<file path="src/hdl/dcd_pkg.sv">
package dcd_pkg;

  localparam int unsigned MaxVertices = 16;
  localparam int unsigned VertW       = $clog2(MaxVertices);
  localparam int unsigned CntW        = VertW + 1;
  localparam int unsigned CfgW        = 5;
  localparam int unsigned ApbAddrW    = 3;
  localparam int unsigned ApbDataW    = 32;

  typedef enum logic [1:0] {
    REQ_ADD    = 2'd0,
    REQ_DETECT = 2'd1,
    REQ_CLEAR  = 2'd2
  } req_e;

  typedef enum logic [0:0] {
    REG_VERTEX_COUNT = 1'b0
  } reg_idx_e;

  typedef logic [MaxVertices-1:0] row_t;

  // one saved search frame: vertex and next neighbor to try
  typedef struct packed {
    logic [VertW-1:0] vertex;
    logic [CntW-1:0]  next;
  } frame_t;

  typedef struct packed {
    logic busy;
    logic done;
    logic found;
  } eng_status_t;

endpackage

</file>
<file path="src/hdl/dcd_adj_matrix.sv">
module dcd_adj_matrix
  import dcd_pkg::*;
(
  input  logic             clk_i,
  input  logic             rst_ni,
  input  logic             add_i,
  input  logic             clear_i,
  input  logic [VertW-1:0] src_i,
  input  logic [VertW-1:0] dst_i,
  input  logic [VertW-1:0] rd_idx_i,
  output row_t             rd_row_o
);

  row_t rows_q [MaxVertices];

  always_ff @(posedge clk_i or negedge rst_ni) begin
    if (!rst_ni) begin
      for (int i = 0; i < MaxVertices; i++) begin
        rows_q[i] <= '0;
      end
    end else if (clear_i) begin
      for (int i = 0; i < MaxVertices; i++) begin
        rows_q[i] <= '0;
      end
    end else if (add_i) begin
      rows_q[src_i][dst_i] <= 1'b1;
    end
  end

  assign rd_row_o = rows_q[rd_idx_i];

endmodule

</file>
<file path="src/hdl/dcd_dfs_engine.sv">
module dcd_dfs_engine
  import dcd_pkg::*;
(
  input  logic             clk_i,
  input  logic             rst_ni,
  input  logic             start_i,
  input  logic [CntW-1:0]  n_i,
  input  row_t             row_i,
  output logic [VertW-1:0] row_idx_o,
  output eng_status_t      status_o
);

  typedef enum logic [2:0] {
    ST_IDLE = 3'b001,
    ST_ROOT = 3'b010,
    ST_SCAN = 3'b100
  } state_e;

  state_e           state_q, state_d;
  logic [CntW-1:0]  root_q, root_d;
  logic [VertW-1:0] u_q, u_d;
  logic [CntW-1:0]  j_q, j_d;
  logic [CntW-1:0]  depth_q, depth_d;
  row_t             visited_q, visited_d;
  row_t             on_path_q, on_path_d;
  frame_t           stack_q [MaxVertices];

  logic             push;
  logic [VertW-1:0] push_idx;
  logic [VertW-1:0] pop_idx;
  frame_t           pop_frame;
  logic [VertW-1:0] j_idx;
  logic [VertW-1:0] root_idx;
  logic             done;
  logic             found;

  assign j_idx     = j_q[VertW-1:0];
  assign root_idx  = root_q[VertW-1:0];
  assign push_idx  = VertW'(depth_q - CntW'(1));
  assign pop_idx   = VertW'(depth_q - CntW'(2));
  assign pop_frame = stack_q[pop_idx];
  assign row_idx_o = u_q;

  always_comb begin
    state_d   = state_q;
    root_d    = root_q;
    u_d       = u_q;
    j_d       = j_q;
    depth_d   = depth_q;
    visited_d = visited_q;
    on_path_d = on_path_q;
    push      = 1'b0;
    done      = 1'b0;
    found     = 1'b0;
    case (state_q)
      ST_IDLE: begin
        if (start_i) begin
          root_d    = '0;
          depth_d   = '0;
          visited_d = '0;
          on_path_d = '0;
          state_d   = ST_ROOT;
        end
      end
      ST_ROOT: begin
        if (root_q >= n_i) begin
          done    = 1'b1;
          state_d = ST_IDLE;
        end else if (visited_q[root_idx]) begin
          root_d = root_q + CntW'(1);
        end else begin
          u_d                 = root_idx;
          j_d                 = '0;
          depth_d             = CntW'(1);
          visited_d[root_idx] = 1'b1;
          on_path_d[root_idx] = 1'b1;
          state_d             = ST_SCAN;
        end
      end
      ST_SCAN: begin
        if (j_q >= n_i) begin
          // neighbors exhausted: leave the path and return
          on_path_d[u_q] = 1'b0;
          depth_d        = depth_q - CntW'(1);
          if (depth_q == CntW'(1)) begin
            root_d  = root_q + CntW'(1);
            state_d = ST_ROOT;
          end else begin
            u_d = pop_frame.vertex;
            j_d = pop_frame.next;
          end
        end else if (row_i[j_idx]) begin
          if (on_path_q[j_idx]) begin
            done    = 1'b1;
            found   = 1'b1;
            state_d = ST_IDLE;
          end else if (visited_q[j_idx]) begin
            j_d = j_q + CntW'(1);
          end else begin
            push             = 1'b1;
            u_d              = j_idx;
            j_d              = '0;
            depth_d          = depth_q + CntW'(1);
            visited_d[j_idx] = 1'b1;
            on_path_d[j_idx] = 1'b1;
          end
        end else begin
          j_d = j_q + CntW'(1);
        end
      end
      default: begin
        state_d = ST_IDLE;
      end
    endcase
  end

  always_ff @(posedge clk_i or negedge rst_ni) begin
    if (!rst_ni) begin
      state_q   <= ST_IDLE;
      root_q    <= '0;
      u_q       <= '0;
      j_q       <= '0;
      depth_q   <= '0;
      visited_q <= '0;
      on_path_q <= '0;
    end else begin
      state_q   <= state_d;
      root_q    <= root_d;
      u_q       <= u_d;
      j_q       <= j_d;
      depth_q   <= depth_d;
      visited_q <= visited_d;
      on_path_q <= on_path_d;
    end
  end

  // frames below the top live here; the top frame sits in u_q and j_q
  always_ff @(posedge clk_i) begin
    if (push) begin
      stack_q[push_idx] <= '{vertex: u_q, next: j_q + CntW'(1)};
    end
  end

  assign status_o = '{busy: (state_q != ST_IDLE), done: done, found: found};

endmodule

</file>
<file path="src/hdl/directed_cycle_detector_core.sv">
// directed cycle detector
// request channel: in_valid_i / in_stall_o carry req_type_i, src_vertex_i and
// dst_vertex_i; a request is taken at a clock edge with valid high, stall low
// add edge and clear requests give no result; an add whose endpoint is at or
// above the vertex count is dropped
// a detect request gives one result on out_valid_o / out_stall_i with
// cycle_found_o; the depth-first search tests one neighbor bit per cycle in
// a single compare step while it scans, apart from the steps that return up
// the path; the result is offered in the cycle after the search ends, and
// in_stall_o stays high for the whole search
// the result sits in an output register; while the receiver holds
// out_stall_i high on a waiting result, in_stall_o is high and no request of
// any kind is taken
// vertex_count is set over the apb port at byte address 0, values above the
// matrix size act as the full size
// reset (rst_ni low) empties the adjacency matrix at once, sets the vertex
// count to 16 and drops any waiting result
module directed_cycle_detector_core
  import dcd_pkg::*;
(
  input  logic                clk_i,
  input  logic                rst_ni,
  // request channel
  input  logic                in_valid_i,
  output logic                in_stall_o,
  input  logic [1:0]          req_type_i,
  input  logic [VertW-1:0]    src_vertex_i,
  input  logic [VertW-1:0]    dst_vertex_i,
  // result channel
  output logic                out_valid_o,
  input  logic                out_stall_i,
  output logic                cycle_found_o,
  // register port
  input  logic                psel,
  input  logic                penable,
  input  logic                pwrite,
  input  logic [ApbAddrW-1:0] paddr,
  input  logic [ApbDataW-1:0] pwdata,
  output logic [ApbDataW-1:0] prdata,
  output logic                pready
);

  logic [CfgW-1:0]  vertex_count_q;
  logic [CntW-1:0]  n_act;
  logic             reg_hit;
  logic             accept;
  logic             add_ok;
  logic             clear_req;
  logic             start;
  row_t             row;
  logic [VertW-1:0] row_idx;
  eng_status_t      eng;
  logic             out_valid_q, out_valid_d;
  logic             found_q;

  // register decode, word address only
  assign reg_hit = (paddr[ApbAddrW-1:2] == REG_VERTEX_COUNT);
  assign pready  = 1'b1;
  assign prdata  = reg_hit ? ApbDataW'(vertex_count_q) : '0;

  always_ff @(posedge clk_i or negedge rst_ni) begin
    if (!rst_ni) begin
      vertex_count_q <= CfgW'(MaxVertices);
    end else if (psel && penable && pwrite && reg_hit) begin
      vertex_count_q <= pwdata[CfgW-1:0];
    end
  end

  // counts beyond the matrix clamp to its size
  assign n_act = (vertex_count_q > CfgW'(MaxVertices)) ? CntW'(MaxVertices)
                                                       : CntW'(vertex_count_q);

  // stall during a search and while a waiting result is held back
  assign in_stall_o = eng.busy || (out_valid_q && out_stall_i);
  assign accept     = in_valid_i && !in_stall_o;

  assign add_ok    = accept && (req_type_i == REQ_ADD)
                     && (CntW'(src_vertex_i) < n_act) && (CntW'(dst_vertex_i) < n_act);
  assign clear_req = accept && (req_type_i == REQ_CLEAR);
  assign start     = accept && (req_type_i == REQ_DETECT);

  dcd_adj_matrix u_adj (
    .clk_i    (clk_i),
    .rst_ni   (rst_ni),
    .add_i    (add_ok),
    .clear_i  (clear_req),
    .src_i    (src_vertex_i),
    .dst_i    (dst_vertex_i),
    .rd_idx_i (row_idx),
    .rd_row_o (row)
  );

  dcd_dfs_engine u_dfs (
    .clk_i     (clk_i),
    .rst_ni    (rst_ni),
    .start_i   (start),
    .n_i       (n_act),
    .row_i     (row),
    .row_idx_o (row_idx),
    .status_o  (eng)
  );

  // output register: the slot is always free by the time a search ends
  always_comb begin
    out_valid_d = out_valid_q;
    if (out_valid_q && !out_stall_i) begin
      out_valid_d = 1'b0;
    end
    if (eng.done) begin
      out_valid_d = 1'b1;
    end
  end

  always_ff @(posedge clk_i or negedge rst_ni) begin
    if (!rst_ni) begin
      out_valid_q <= 1'b0;
    end else begin
      out_valid_q <= out_valid_d;
    end
  end

  always_ff @(posedge clk_i) begin
    if (eng.done) begin
      found_q <= eng.found;
    end
  end

  assign out_valid_o   = out_valid_q;
  assign cycle_found_o = found_q;

endmodule
</file>
<file path="config.mk">
export PLATFORM = sky130hd
export DESIGN_NAME = directed_cycle_detector_core
export DESIGN_NICKNAME = d
export VERILOG_FILES = /design/src/hdl/dcd_pkg.sv /design/src/hdl/dcd_adj_matrix.sv /design/src/hdl/dcd_dfs_engine.sv /design/src/hdl/directed_cycle_detector_core.sv
export SDC_FILE = /design/constraint.sdc
export NUM_CORES = 1
export LEC_CHECK = 0
export ABC_AREA = 1
export BUFFER_PORTS_ARGS = -buffer_cell sky130_fd_sc_hd__buf_2
export CORE_MARGIN = 2
export CORE_UTILIZATION = 35
export CTS_CLUSTER_SIZE = 20
export DETAILED_ROUTE_END_ITERATION = 10
export PLACE_DENSITY_LB_ADDON = 0.08
export SYNTH_ARGS = -nofsm -noshare
export SYNTH_HDL_FRONTEND = slang
export SYNTH_SLANG_ARGS = --single-unit
</file>
<file path="constraint.sdc">
create_clock -name clk_i -period 2.9 [get_ports clk_i]
set_clock_uncertainty 0.2 [all_clocks]
set_input_delay 0.435 -clock clk_i [delete_from_list [all_inputs] [get_ports clk_i]]
set_output_delay 0.435 -clock clk_i [all_outputs]
set_load 0.005 [all_outputs]
</file>
==> run_summary.xml, run 1 <==
<?xml version="1.0" encoding="UTF-8"?>
<metrics>
  <group name="floorplan">
    <metric name="std_cell_rows" unit="">95</metric>
    <metric name="initial_core_util" unit="">0.353</metric>
    <metric name="floorplan.die_area" unit="sq um">69800</metric>
    <metric name="die_w" unit="um">264</metric>
    <metric name="floorplan.core_area" unit="sq um">67200</metric>
    <metric name="die_height" unit="um">264</metric>
    <metric name="ios" unit="">88</metric>
  </group>
  <group name="layout">
    <metric name="final_area" unit="sq um">30700</metric>
    <metric name="syn_to_final_growth" unit="%">29.4</metric>
    <metric name="antennaDiodeCount" unit="">0</metric>
    <metric name="filler_cell_count" unit="">6538</metric>
    <metric name="core_util_final" unit="">0.457</metric>
    <metric name="fraction_of_layout_cells_with_a_size_suffix_above_1" unit="">0.180</metric>
    <metric name="mostFrequentLayoutCells" unit="">nand2_1 (582), inv_1 (351), a21oi_1 (328)</metric>
    <metric name="final_net_count" unit="">3235</metric>
    <metric name="final_common_cell" unit="">nand2_1</metric>
  </group>
  <group name="clock_tree">
    <metric name="tritoncts.num_buffers" unit="">54</metric>
    <metric name="cts-root-to-sink-buffers" unit="">3</metric>
    <metric name="ctsHtreeMaxLevel" unit="">2</metric>
    <metric name="cts.sinks" unit="">461</metric>
    <metric name="insertion_delay" unit="ns">0.63</metric>
    <metric name="clock-root-buffer" unit="">clkbuf_16</metric>
    <metric name="clkTransAtPathRegs" unit="ns">0.06</metric>
    <metric name="tritoncts" unit="">built</metric>
  </group>
  <group name="timing">
    <metric name="layout_worst_path_cycle_share" unit="">1.08</metric>
    <metric name="max_freq" unit="MHz">320</metric>
    <metric name="final-max-slew-violation-count" unit="">0</metric>
    <metric name="max_slew_margin" unit="">0.373</metric>
    <metric name="hold-worst-slack" unit="ns">0.0645</metric>
    <metric name="finalWorstSetupSlack" unit="ns">-0.229</metric>
    <metric name="tightest_slew" unit="ns">0.937</metric>
    <metric name="rsz0062_at_grt" unit="">yes</metric>
    <metric name="timing.final.crit_period" unit="ns">3.13</metric>
    <metric name="final-setup-viol-count" unit="">447</metric>
    <metric name="final_hold_violation_count" unit="">0</metric>
  </group>
  <group name="route">
    <metric name="drtIter0Drc" unit="">1877</metric>
    <metric name="dr.pass1.iters" unit="">5</metric>
    <metric name="post_drt_wl_per_cell" unit="um">20.7</metric>
    <metric name="route.vias.total" unit="">21200</metric>
    <metric name="postRouteAntennaNets" unit="">0</metric>
    <metric name="post_drt_via_cell_ratio" unit="">5.22</metric>
    <metric name="drcViolationCount" unit="">0</metric>
    <metric name="drt-total-wl" unit="um">84200</metric>
  </group>
  <group name="critical_path">
    <metric name="crit_type" unit="">register to register</metric>
    <metric name="setup.reg_to_reg.worst_slack" unit="ns">-0.23</metric>
    <metric name="worstReg2RegStart" unit="">vertex_count_q[2]</metric>
    <metric name="critPathRequiredTime" unit="ns">3.24</metric>
    <metric name="worstPathArrival" unit="ns">3.47</metric>
    <metric name="cp-end-kind" unit="">register</metric>
    <metric name="timing.reg2reg.worst_path_depth" unit="">17</metric>
    <metric name="crit_fanout" unit="">15</metric>
    <metric name="setup.worst_path.start_class" unit="">register</metric>
    <metric name="regToRegEndpoint" unit="">u_adj.rows_q[75]</metric>
  </group>
  <group name="power">
    <metric name="max-vdd-ir-drop" unit="mV">0.427</metric>
    <metric name="power-per-cell-area" unit="nW/um^2">767</metric>
    <metric name="power_leakage" unit="nW">12.9</metric>
    <metric name="overall_power" unit="mW">23.5</metric>
  </group>
  <group name="yosys">
    <metric name="synth-edff-count" unit="">145</metric>
    <metric name="post_synth_num_cell_types" unit="">43</metric>
    <metric name="synthFlopType" unit="">dfrtp_1</metric>
    <metric name="synth.ff_latch_count" unit="">461</metric>
    <metric name="synthesis.area_per_instance" unit="sq um">8.04</metric>
    <metric name="post_synth_inst_count" unit="">2949</metric>
    <metric name="synth_async_reset_ratio" unit="">0.685</metric>
    <metric name="synth_seq_area_share" unit="">0.517</metric>
    <metric name="ys.warnings.count" unit="">0</metric>
    <metric name="post_synth_instance_area" unit="sq um">23700</metric>
  </group>
  <group name="global_route">
    <metric name="vias_in_the_first_global_route" unit="">20500</metric>
    <metric name="global_route_wire_length_before_repair" unit="um">125000</metric>
    <metric name="grt_antenna_before_repair" unit="">0</metric>
    <metric name="grt-ovfl-total" unit="">0</metric>
    <metric name="grt_start_max_net_pins" unit="">87</metric>
    <metric name="globalRouteTotalUtil" unit="">0.232</metric>
  </group>
  <group name="worst_hold_path">
    <metric name="timing.hold.worst.class" unit="">input pin to asynchronous set/reset pin</metric>
  </group>
  <group name="place">
    <metric name="dpl_cell_area" unit="sq um">26600</metric>
    <metric name="detailedPlacementHpwl" unit="um">52400</metric>
    <metric name="place_worst_setup_slack" unit="ns">-0.504</metric>
    <metric name="port_buffers" unit="">30</metric>
    <metric name="gp_congestion" unit="">0.876</metric>
  </group>
  <group name="flow_run">
    <metric name="max_cap_violations" unit="">0</metric>
  </group>
  <group name="status">
    <metric name="failed_checks" unit="">negative setup slack</metric>
    <metric name="run_status" unit="">finished with violations</metric>
  </group>
</metrics>
==> final cells by class <==
cell class | count | area, sq um | share of cell area
Sequential cell | 461 | 12300 | 0.400
Tap cell | 873 | 1090 | 0.0356
Inverter | 363 | 1380 | 0.0448
Timing Repair Buffer | 326 | 3980 | 0.130
Clock buffer | 70 | 1520 | 0.0496
Clock inverter | 31 | 363 | 0.0118
Multi-Input combinational cell | 1944 | 10100 | 0.328
==> worst max-delay path by stage <==
stage / from / end / slack, ns / depth (start not counted)
after floorplan: u_dfs.row_idx_o[1] / u_dfs.stack_q[10][0] / 0.02 / 18
after global placement: u_dfs.row_idx_o[1] / u_dfs.stack_q[7][0] / -0.49 / 15
after detailed placement: u_dfs.row_idx_o[0] / u_dfs.stack_q[7][8] / -0.50 / 19
after CTS: vertex_count_q[3] / u_adj.rows_q[207] / -0.23 / 16
after global routing: u_dfs.row_idx_o[1] / u_dfs.stack_q[7][5] / -0.36 / 21
final: vertex_count_q[2] / u_adj.rows_q[75] / -0.23 / 17
==> state kept, by name, summed over array words and instances, names as in the netlist <==
name	flops
u_adj.rows_q	256
u_dfs.stack_q	144
u_dfs.on_path_q	16
u_dfs.visited_q	16
u_dfs.depth_q	5
u_dfs.j_q	5
u_dfs.root_q	5
vertex_count_q	5
u_dfs.row_idx_o	4
u_dfs.state_q	3
cycle_found_o	1
out_valid_o	1
==> where the power goes <==
| group | internal [mW] | switching [mW] | total [mW] | leakage (nW) |
|---|---|---|---|---|
| Sequential | 7.59 | 0.416 | 8.00 | 5.71 |
| Combinational | 3.04 | 5.31 | 8.36 | 6.27 |
| Clock | 4.24 | 2.92 | 7.16 | 0.925 |
==> timing repair <==
| item | CTS | global route |
|---|---|---|
| gates cloned | 9 | 23 |
| resized for setup | 102 | 135 |
| endpoints found under the hold margin | 322 | 0 |
| hold buffers | 8 | 0 |
| pin swaps | 34 | 56 |
| setup endpoints to repair | 456 | 456 |
| buffers inserted | 19 | 13 |
==> critical path, stage by stage (launching register included) <==
cell,delay (ns)
dfrtp_1,0.38
nor2_1,0.11
nand3_1,0.12
nand2_4,0.13
nand2_4,0.08
buf_8,0.15
ha_4,0.20
inv_1,0.06
nor2_1,0.04
o21ai_1,0.15
nand3_1,0.13
buf_6,0.16
a211oi_4,0.24
buf_12,0.19
buf_16,0.20
clkbuf_16,0.21
nand3_1,0.07
a21oi_1,0.16
==> logic make-up (layout without fill, tap and decap cells) <==
group	after synthesis	count (layout)	share of synthesized area
adder cells (fa/ha/maj)	33	33	0.0174
flip-flops	461	461	0.517
XOR/XNOR	9	9	0.00332
AO/OA/AOI/OAI	640	640	0.146
buffers and inverters	570	790	0.101
other	2	28	0.000317
AND/OR/NAND/NOR	1234	1234	0.214
==> stage by stage <==
stage / instances / setup TNS, ns
floorplan: 2975 / 0
global placement: 3899 / -138.13
detailed placement: 3899 / -147.18
CTS: 4035 / -71.66
global route: 4068 / -127.42
finish: 4068 / -73.97
==> synth_stat cells, drive strengths merged (14+ instances only) <==
master	number	area share
nor2	291	0.046
inv	359	0.057
ha	33	0.017
a22oi	14	0.0044
dfrtp	314	0.33
nand3	290	0.061
edfxtp	145	0.18
a21oi	361	0.076
clkbuf	112	0.018
nor3	29	0.0063
o221ai	15	0.0055
nand2	615	0.098
o21ai	185	0.039
buf	95	0.026
==> routing by layer <==
layer,vias to the layer above,global-route usage,part of all wire
met3,160,0.0341,0.055
li1,10000,-,-
met1,10400,0.322,0.45
met2,658,0.371,0.47
met4,0,0.0768,0.033
met5,-,0,0
Note: power is estimated with default switching activity, not from simulation.
==> run 2: changes to the inputs <==
==> constraint.sdc (replaced) <==
create_clock -name clk_i -period 2.9 [get_ports clk_i]
set_clock_uncertainty 0.2 [all_clocks]
set_input_delay 0.29 -clock clk_i [delete_from_list [all_inputs] [get_ports clk_i]]
set_output_delay 0.29 -clock clk_i [all_outputs]
set_load 0.005 [all_outputs]
==> run 2 against run 1 <==
Net effect:
- the run ends with max-capacitance violations, negative setup slack left
- clock power down 2%
- fmax down 4.2%
- sequential power about the same
- largest cell class unchanged
- first-iteration DRC count down 6.7%
- register-to-register slack worse by 0.14 ns
- highest routed layer is now met5
- critical path depth up 5
- non-clock buffer count up 11
- count of clock-buffer cells in the layout up 6
- global-route usage up 0.28 points
- via count up 1.2%
==> run_summary.xml, run 2 (synthesis results as in run 1) <==
<?xml version="1.0" encoding="UTF-8"?>
<metrics>
  <group name="layout">
    <metric name="final_net_count" unit="">3256</metric>
    <metric name="final_common_cell" unit="">nand2_1</metric>
    <metric name="largest_registers_ranked_by_flip_flop_count" unit="">u_adj.rows_q: 256 flops, u_dfs.stack_q: 144 flops</metric>
    <metric name="syn_to_final_growth" unit="%">36.1</metric>
    <metric name="core_util_final" unit="">0.480</metric>
    <metric name="fraction_of_layout_cells_with_a_size_suffix_above_1" unit="">0.259</metric>
    <metric name="largest_register_ff_count" unit="">256</metric>
    <metric name="top_register" unit="">u_adj.rows_q</metric>
    <metric name="mostFrequentLayoutCells" unit="">nand2_1 (589), inv_1 (353), dfrtp_1 (311)</metric>
  </group>
  <group name="floorplan">
    <metric name="initial_core_util" unit="">0.353</metric>
    <metric name="std_cell_rows" unit="">95</metric>
    <metric name="floorplan.die_area" unit="sq um">69800</metric>
    <metric name="floorplan.core_area" unit="sq um">67200</metric>
    <metric name="die_height" unit="um">264</metric>
    <metric name="die_w" unit="um">264</metric>
    <metric name="ios" unit="">88</metric>
  </group>
  <group name="route">
    <metric name="post_drt_via_cell_ratio" unit="">5.25</metric>
    <metric name="post_drt_wl_per_cell" unit="um">21.5</metric>
    <metric name="drcViolationCount" unit="">0</metric>
    <metric name="route.vias.total" unit="">21500</metric>
    <metric name="drt-total-wl" unit="um">87900</metric>
    <metric name="drtIter0Drc" unit="">1752</metric>
    <metric name="dr.pass1.iters" unit="">5</metric>
    <metric name="postRouteAntennaNets" unit="">0</metric>
  </group>
  <group name="global_route">
    <metric name="grt_antenna_before_repair" unit="">2</metric>
    <metric name="vias_in_the_first_global_route" unit="">20600</metric>
    <metric name="grt-ovfl-total" unit="">0</metric>
    <metric name="grt_start_max_net_pins" unit="">88</metric>
    <metric name="global_route_wire_length_before_repair" unit="um">127000</metric>
    <metric name="globalRouteTotalUtil" unit="">0.235</metric>
  </group>
  <group name="flow_run">
    <metric name="max_cap_violations" unit="">1</metric>
  </group>
  <group name="power">
    <metric name="power_leakage" unit="nW">12.8</metric>
    <metric name="power-per-cell-area" unit="nW/um^2">736</metric>
    <metric name="max-vdd-ir-drop" unit="mV">0.544</metric>
  </group>
  <group name="place">
    <metric name="port_buffers" unit="">30</metric>
    <metric name="detailedPlacementHpwl" unit="um">53700</metric>
    <metric name="place_worst_setup_slack" unit="ns">-0.468</metric>
    <metric name="gp_congestion" unit="">0.880</metric>
  </group>
  <group name="timing">
    <metric name="hold-worst-slack" unit="ns">0.00295</metric>
    <metric name="timing.final.crit_period" unit="ns">3.27</metric>
    <metric name="final-max-slew-violation-count" unit="">0</metric>
    <metric name="final-setup-viol-count" unit="">451</metric>
    <metric name="finalWorstSetupSlack" unit="ns">-0.366</metric>
    <metric name="layout_worst_path_cycle_share" unit="">1.13</metric>
    <metric name="final_hold_violation_count" unit="">0</metric>
    <metric name="tightest_slew" unit="ns">1.48</metric>
    <metric name="max_slew_margin" unit="">0.00697</metric>
    <metric name="rsz0062_at_grt" unit="">yes</metric>
    <metric name="max_freq" unit="MHz">306</metric>
  </group>
  <group name="critical_path">
    <metric name="crit_type" unit="">register to register</metric>
    <metric name="critPathRequiredTime" unit="ns">3.11</metric>
    <metric name="worstReg2RegStart" unit="">u_dfs.row_idx_o[0]</metric>
    <metric name="setup.reg_to_reg.worst_slack" unit="ns">-0.37</metric>
    <metric name="setup.worst_path.start_class" unit="">register</metric>
    <metric name="cp-end-kind" unit="">register</metric>
    <metric name="timing.reg2reg.worst_path_depth" unit="">22</metric>
    <metric name="crit_fanout" unit="">9</metric>
    <metric name="regToRegEndpoint" unit="">u_dfs.stack_q[11][4]</metric>
    <metric name="worstPathArrival" unit="ns">3.47</metric>
  </group>
  <group name="status">
    <metric name="failed_checks" unit="">max-capacitance violations, negative setup slack</metric>
    <metric name="run_status" unit="">finished with violations</metric>
  </group>
  <group name="clock_tree">
    <metric name="insertion_delay" unit="ns">0.64</metric>
    <metric name="cts.sinks" unit="">461</metric>
    <metric name="tritoncts.num_buffers" unit="">55</metric>
    <metric name="clock-root-buffer" unit="">clkbuf_16</metric>
    <metric name="clkTransAtPathRegs" unit="ns">0.06</metric>
    <metric name="cts-root-to-sink-buffers" unit="">3</metric>
    <metric name="tritoncts" unit="">built</metric>
    <metric name="ctsHtreeMaxLevel" unit="">2</metric>
  </group>
  <group name="worst_hold_path">
    <metric name="timing.hold.worst.class" unit="">input pin to asynchronous set/reset pin</metric>
  </group>
</metrics>
==> run 2: cell count changes in the layout (fill, tap and decap cells not counted), sizes merged <==
| cell | before | now |
|---|---|---|
| bufbuf | 1 | 0 |
| clkbuf | 89 | 100 |
| nor2 | 291 | 300 |
| clkinvlp | 5 | 9 |
| buf | 298 | 293 |
| diode | 0 | 1 |
| clkinv | 24 | 19 |
| bufinv | 6 | 3 |
| dlygate4sd3 | 8 | 20 |
==> run 2: area by class of cell <==
class	count	area, sq um
diodes	1	2.50
clock buffers	76	1550
clock inverters	27	283
fillers	6424	34900
inverters	363	1370
multi-input cells	1953	11800
flip-flops and latches	461	12300
well taps	873	1090
repair buffers	337	3910
==> run 2: per-stage QoR <==
| step | cell area (sq um) | setup TNS [ns] | cells | power (mW) |
|---|---|---|---|---|
| final | 32300 | -108.80 | 4091 | 23.7 |
| after global routing | 32300 | -175.09 | 4090 | 25.0 |
| after CTS | 29100 | -92.60 | 4048 | 22.9 |
| after detailed placement | 26500 | -111.18 | 3894 | 15.5 |
| after global placement | 26500 | -103.94 | 3894 | 15.4 |
| after floorplan | 24000 | 0 | 2975 | 12.1 |
==> run 2: worst max path at each step <==
stage                             from                    to  slack [ns]  cells after the start
finish              u_dfs.row_idx_o[0]  u_dfs.stack_q[11][4]       -0.37                     22
global placement    u_dfs.row_idx_o[0]  u_dfs.stack_q[10][0]       -0.42                     17
CTS                 u_dfs.row_idx_o[0]  u_dfs.stack_q[15][0]       -0.30                     23
global route         vertex_count_q[2]     u_adj.rows_q[182]       -0.49                     17
floorplan           u_dfs.row_idx_o[1]  u_dfs.stack_q[10][0]        0.02                     18
detailed placement  u_dfs.row_idx_o[0]  u_dfs.stack_q[10][0]       -0.47                     17
==> run 2: repair_timing <==
item	CTS	global route
hold buffers	20	0
setup buffers	24	9
cloned	9	36
gates resized for setup	56	492
setup endpoints to repair	451	457
endpoints found under the hold margin	198	0
pin swaps	30	202
==> run 2: worst max-delay path, cell delays in order (launching register included) <==
cell and delay, ns:
dfrtp_4 0.47, clkinvlp_4 0.14, buf_12 0.16, nand2_8 0.06, buf_12 0.12, nor2_1 0.05
nor2_1 0.16, nand2_1 0.08, nand2_1 0.08, nand2_2 0.06, nor2_4 0.13, nor2_1 0.05
nor2_1 0.16, nand2_1 0.09, nand2_1 0.07, nand2_2 0.08, o21ai_4 0.23, nor2_4 0.06
buf_12 0.15, nand2_8 0.08, buf_4 0.11, nor2_4 0.04, buf_12 0.16
==> run 2: where the power goes <==
part	leakage, nW	internal [mW]	switching, mW
clock	0.868	4.02	2.98
sequential	5.71	7.59	0.409
combinational	6.24	3.10	5.64
total	12.8	14.7	9.04
==> run 2: per-layer routing <==
layer	track usage	share of wire	routed length (um)	vias up
li1	-	-	-	10100
met1	0.334	0.46	40200	10600
met2	0.378	0.46	40400	602
met3	0.0268	0.050	4380	169
met4	0.0637	0.033	2940	2
met5	0	0.00020	18	-
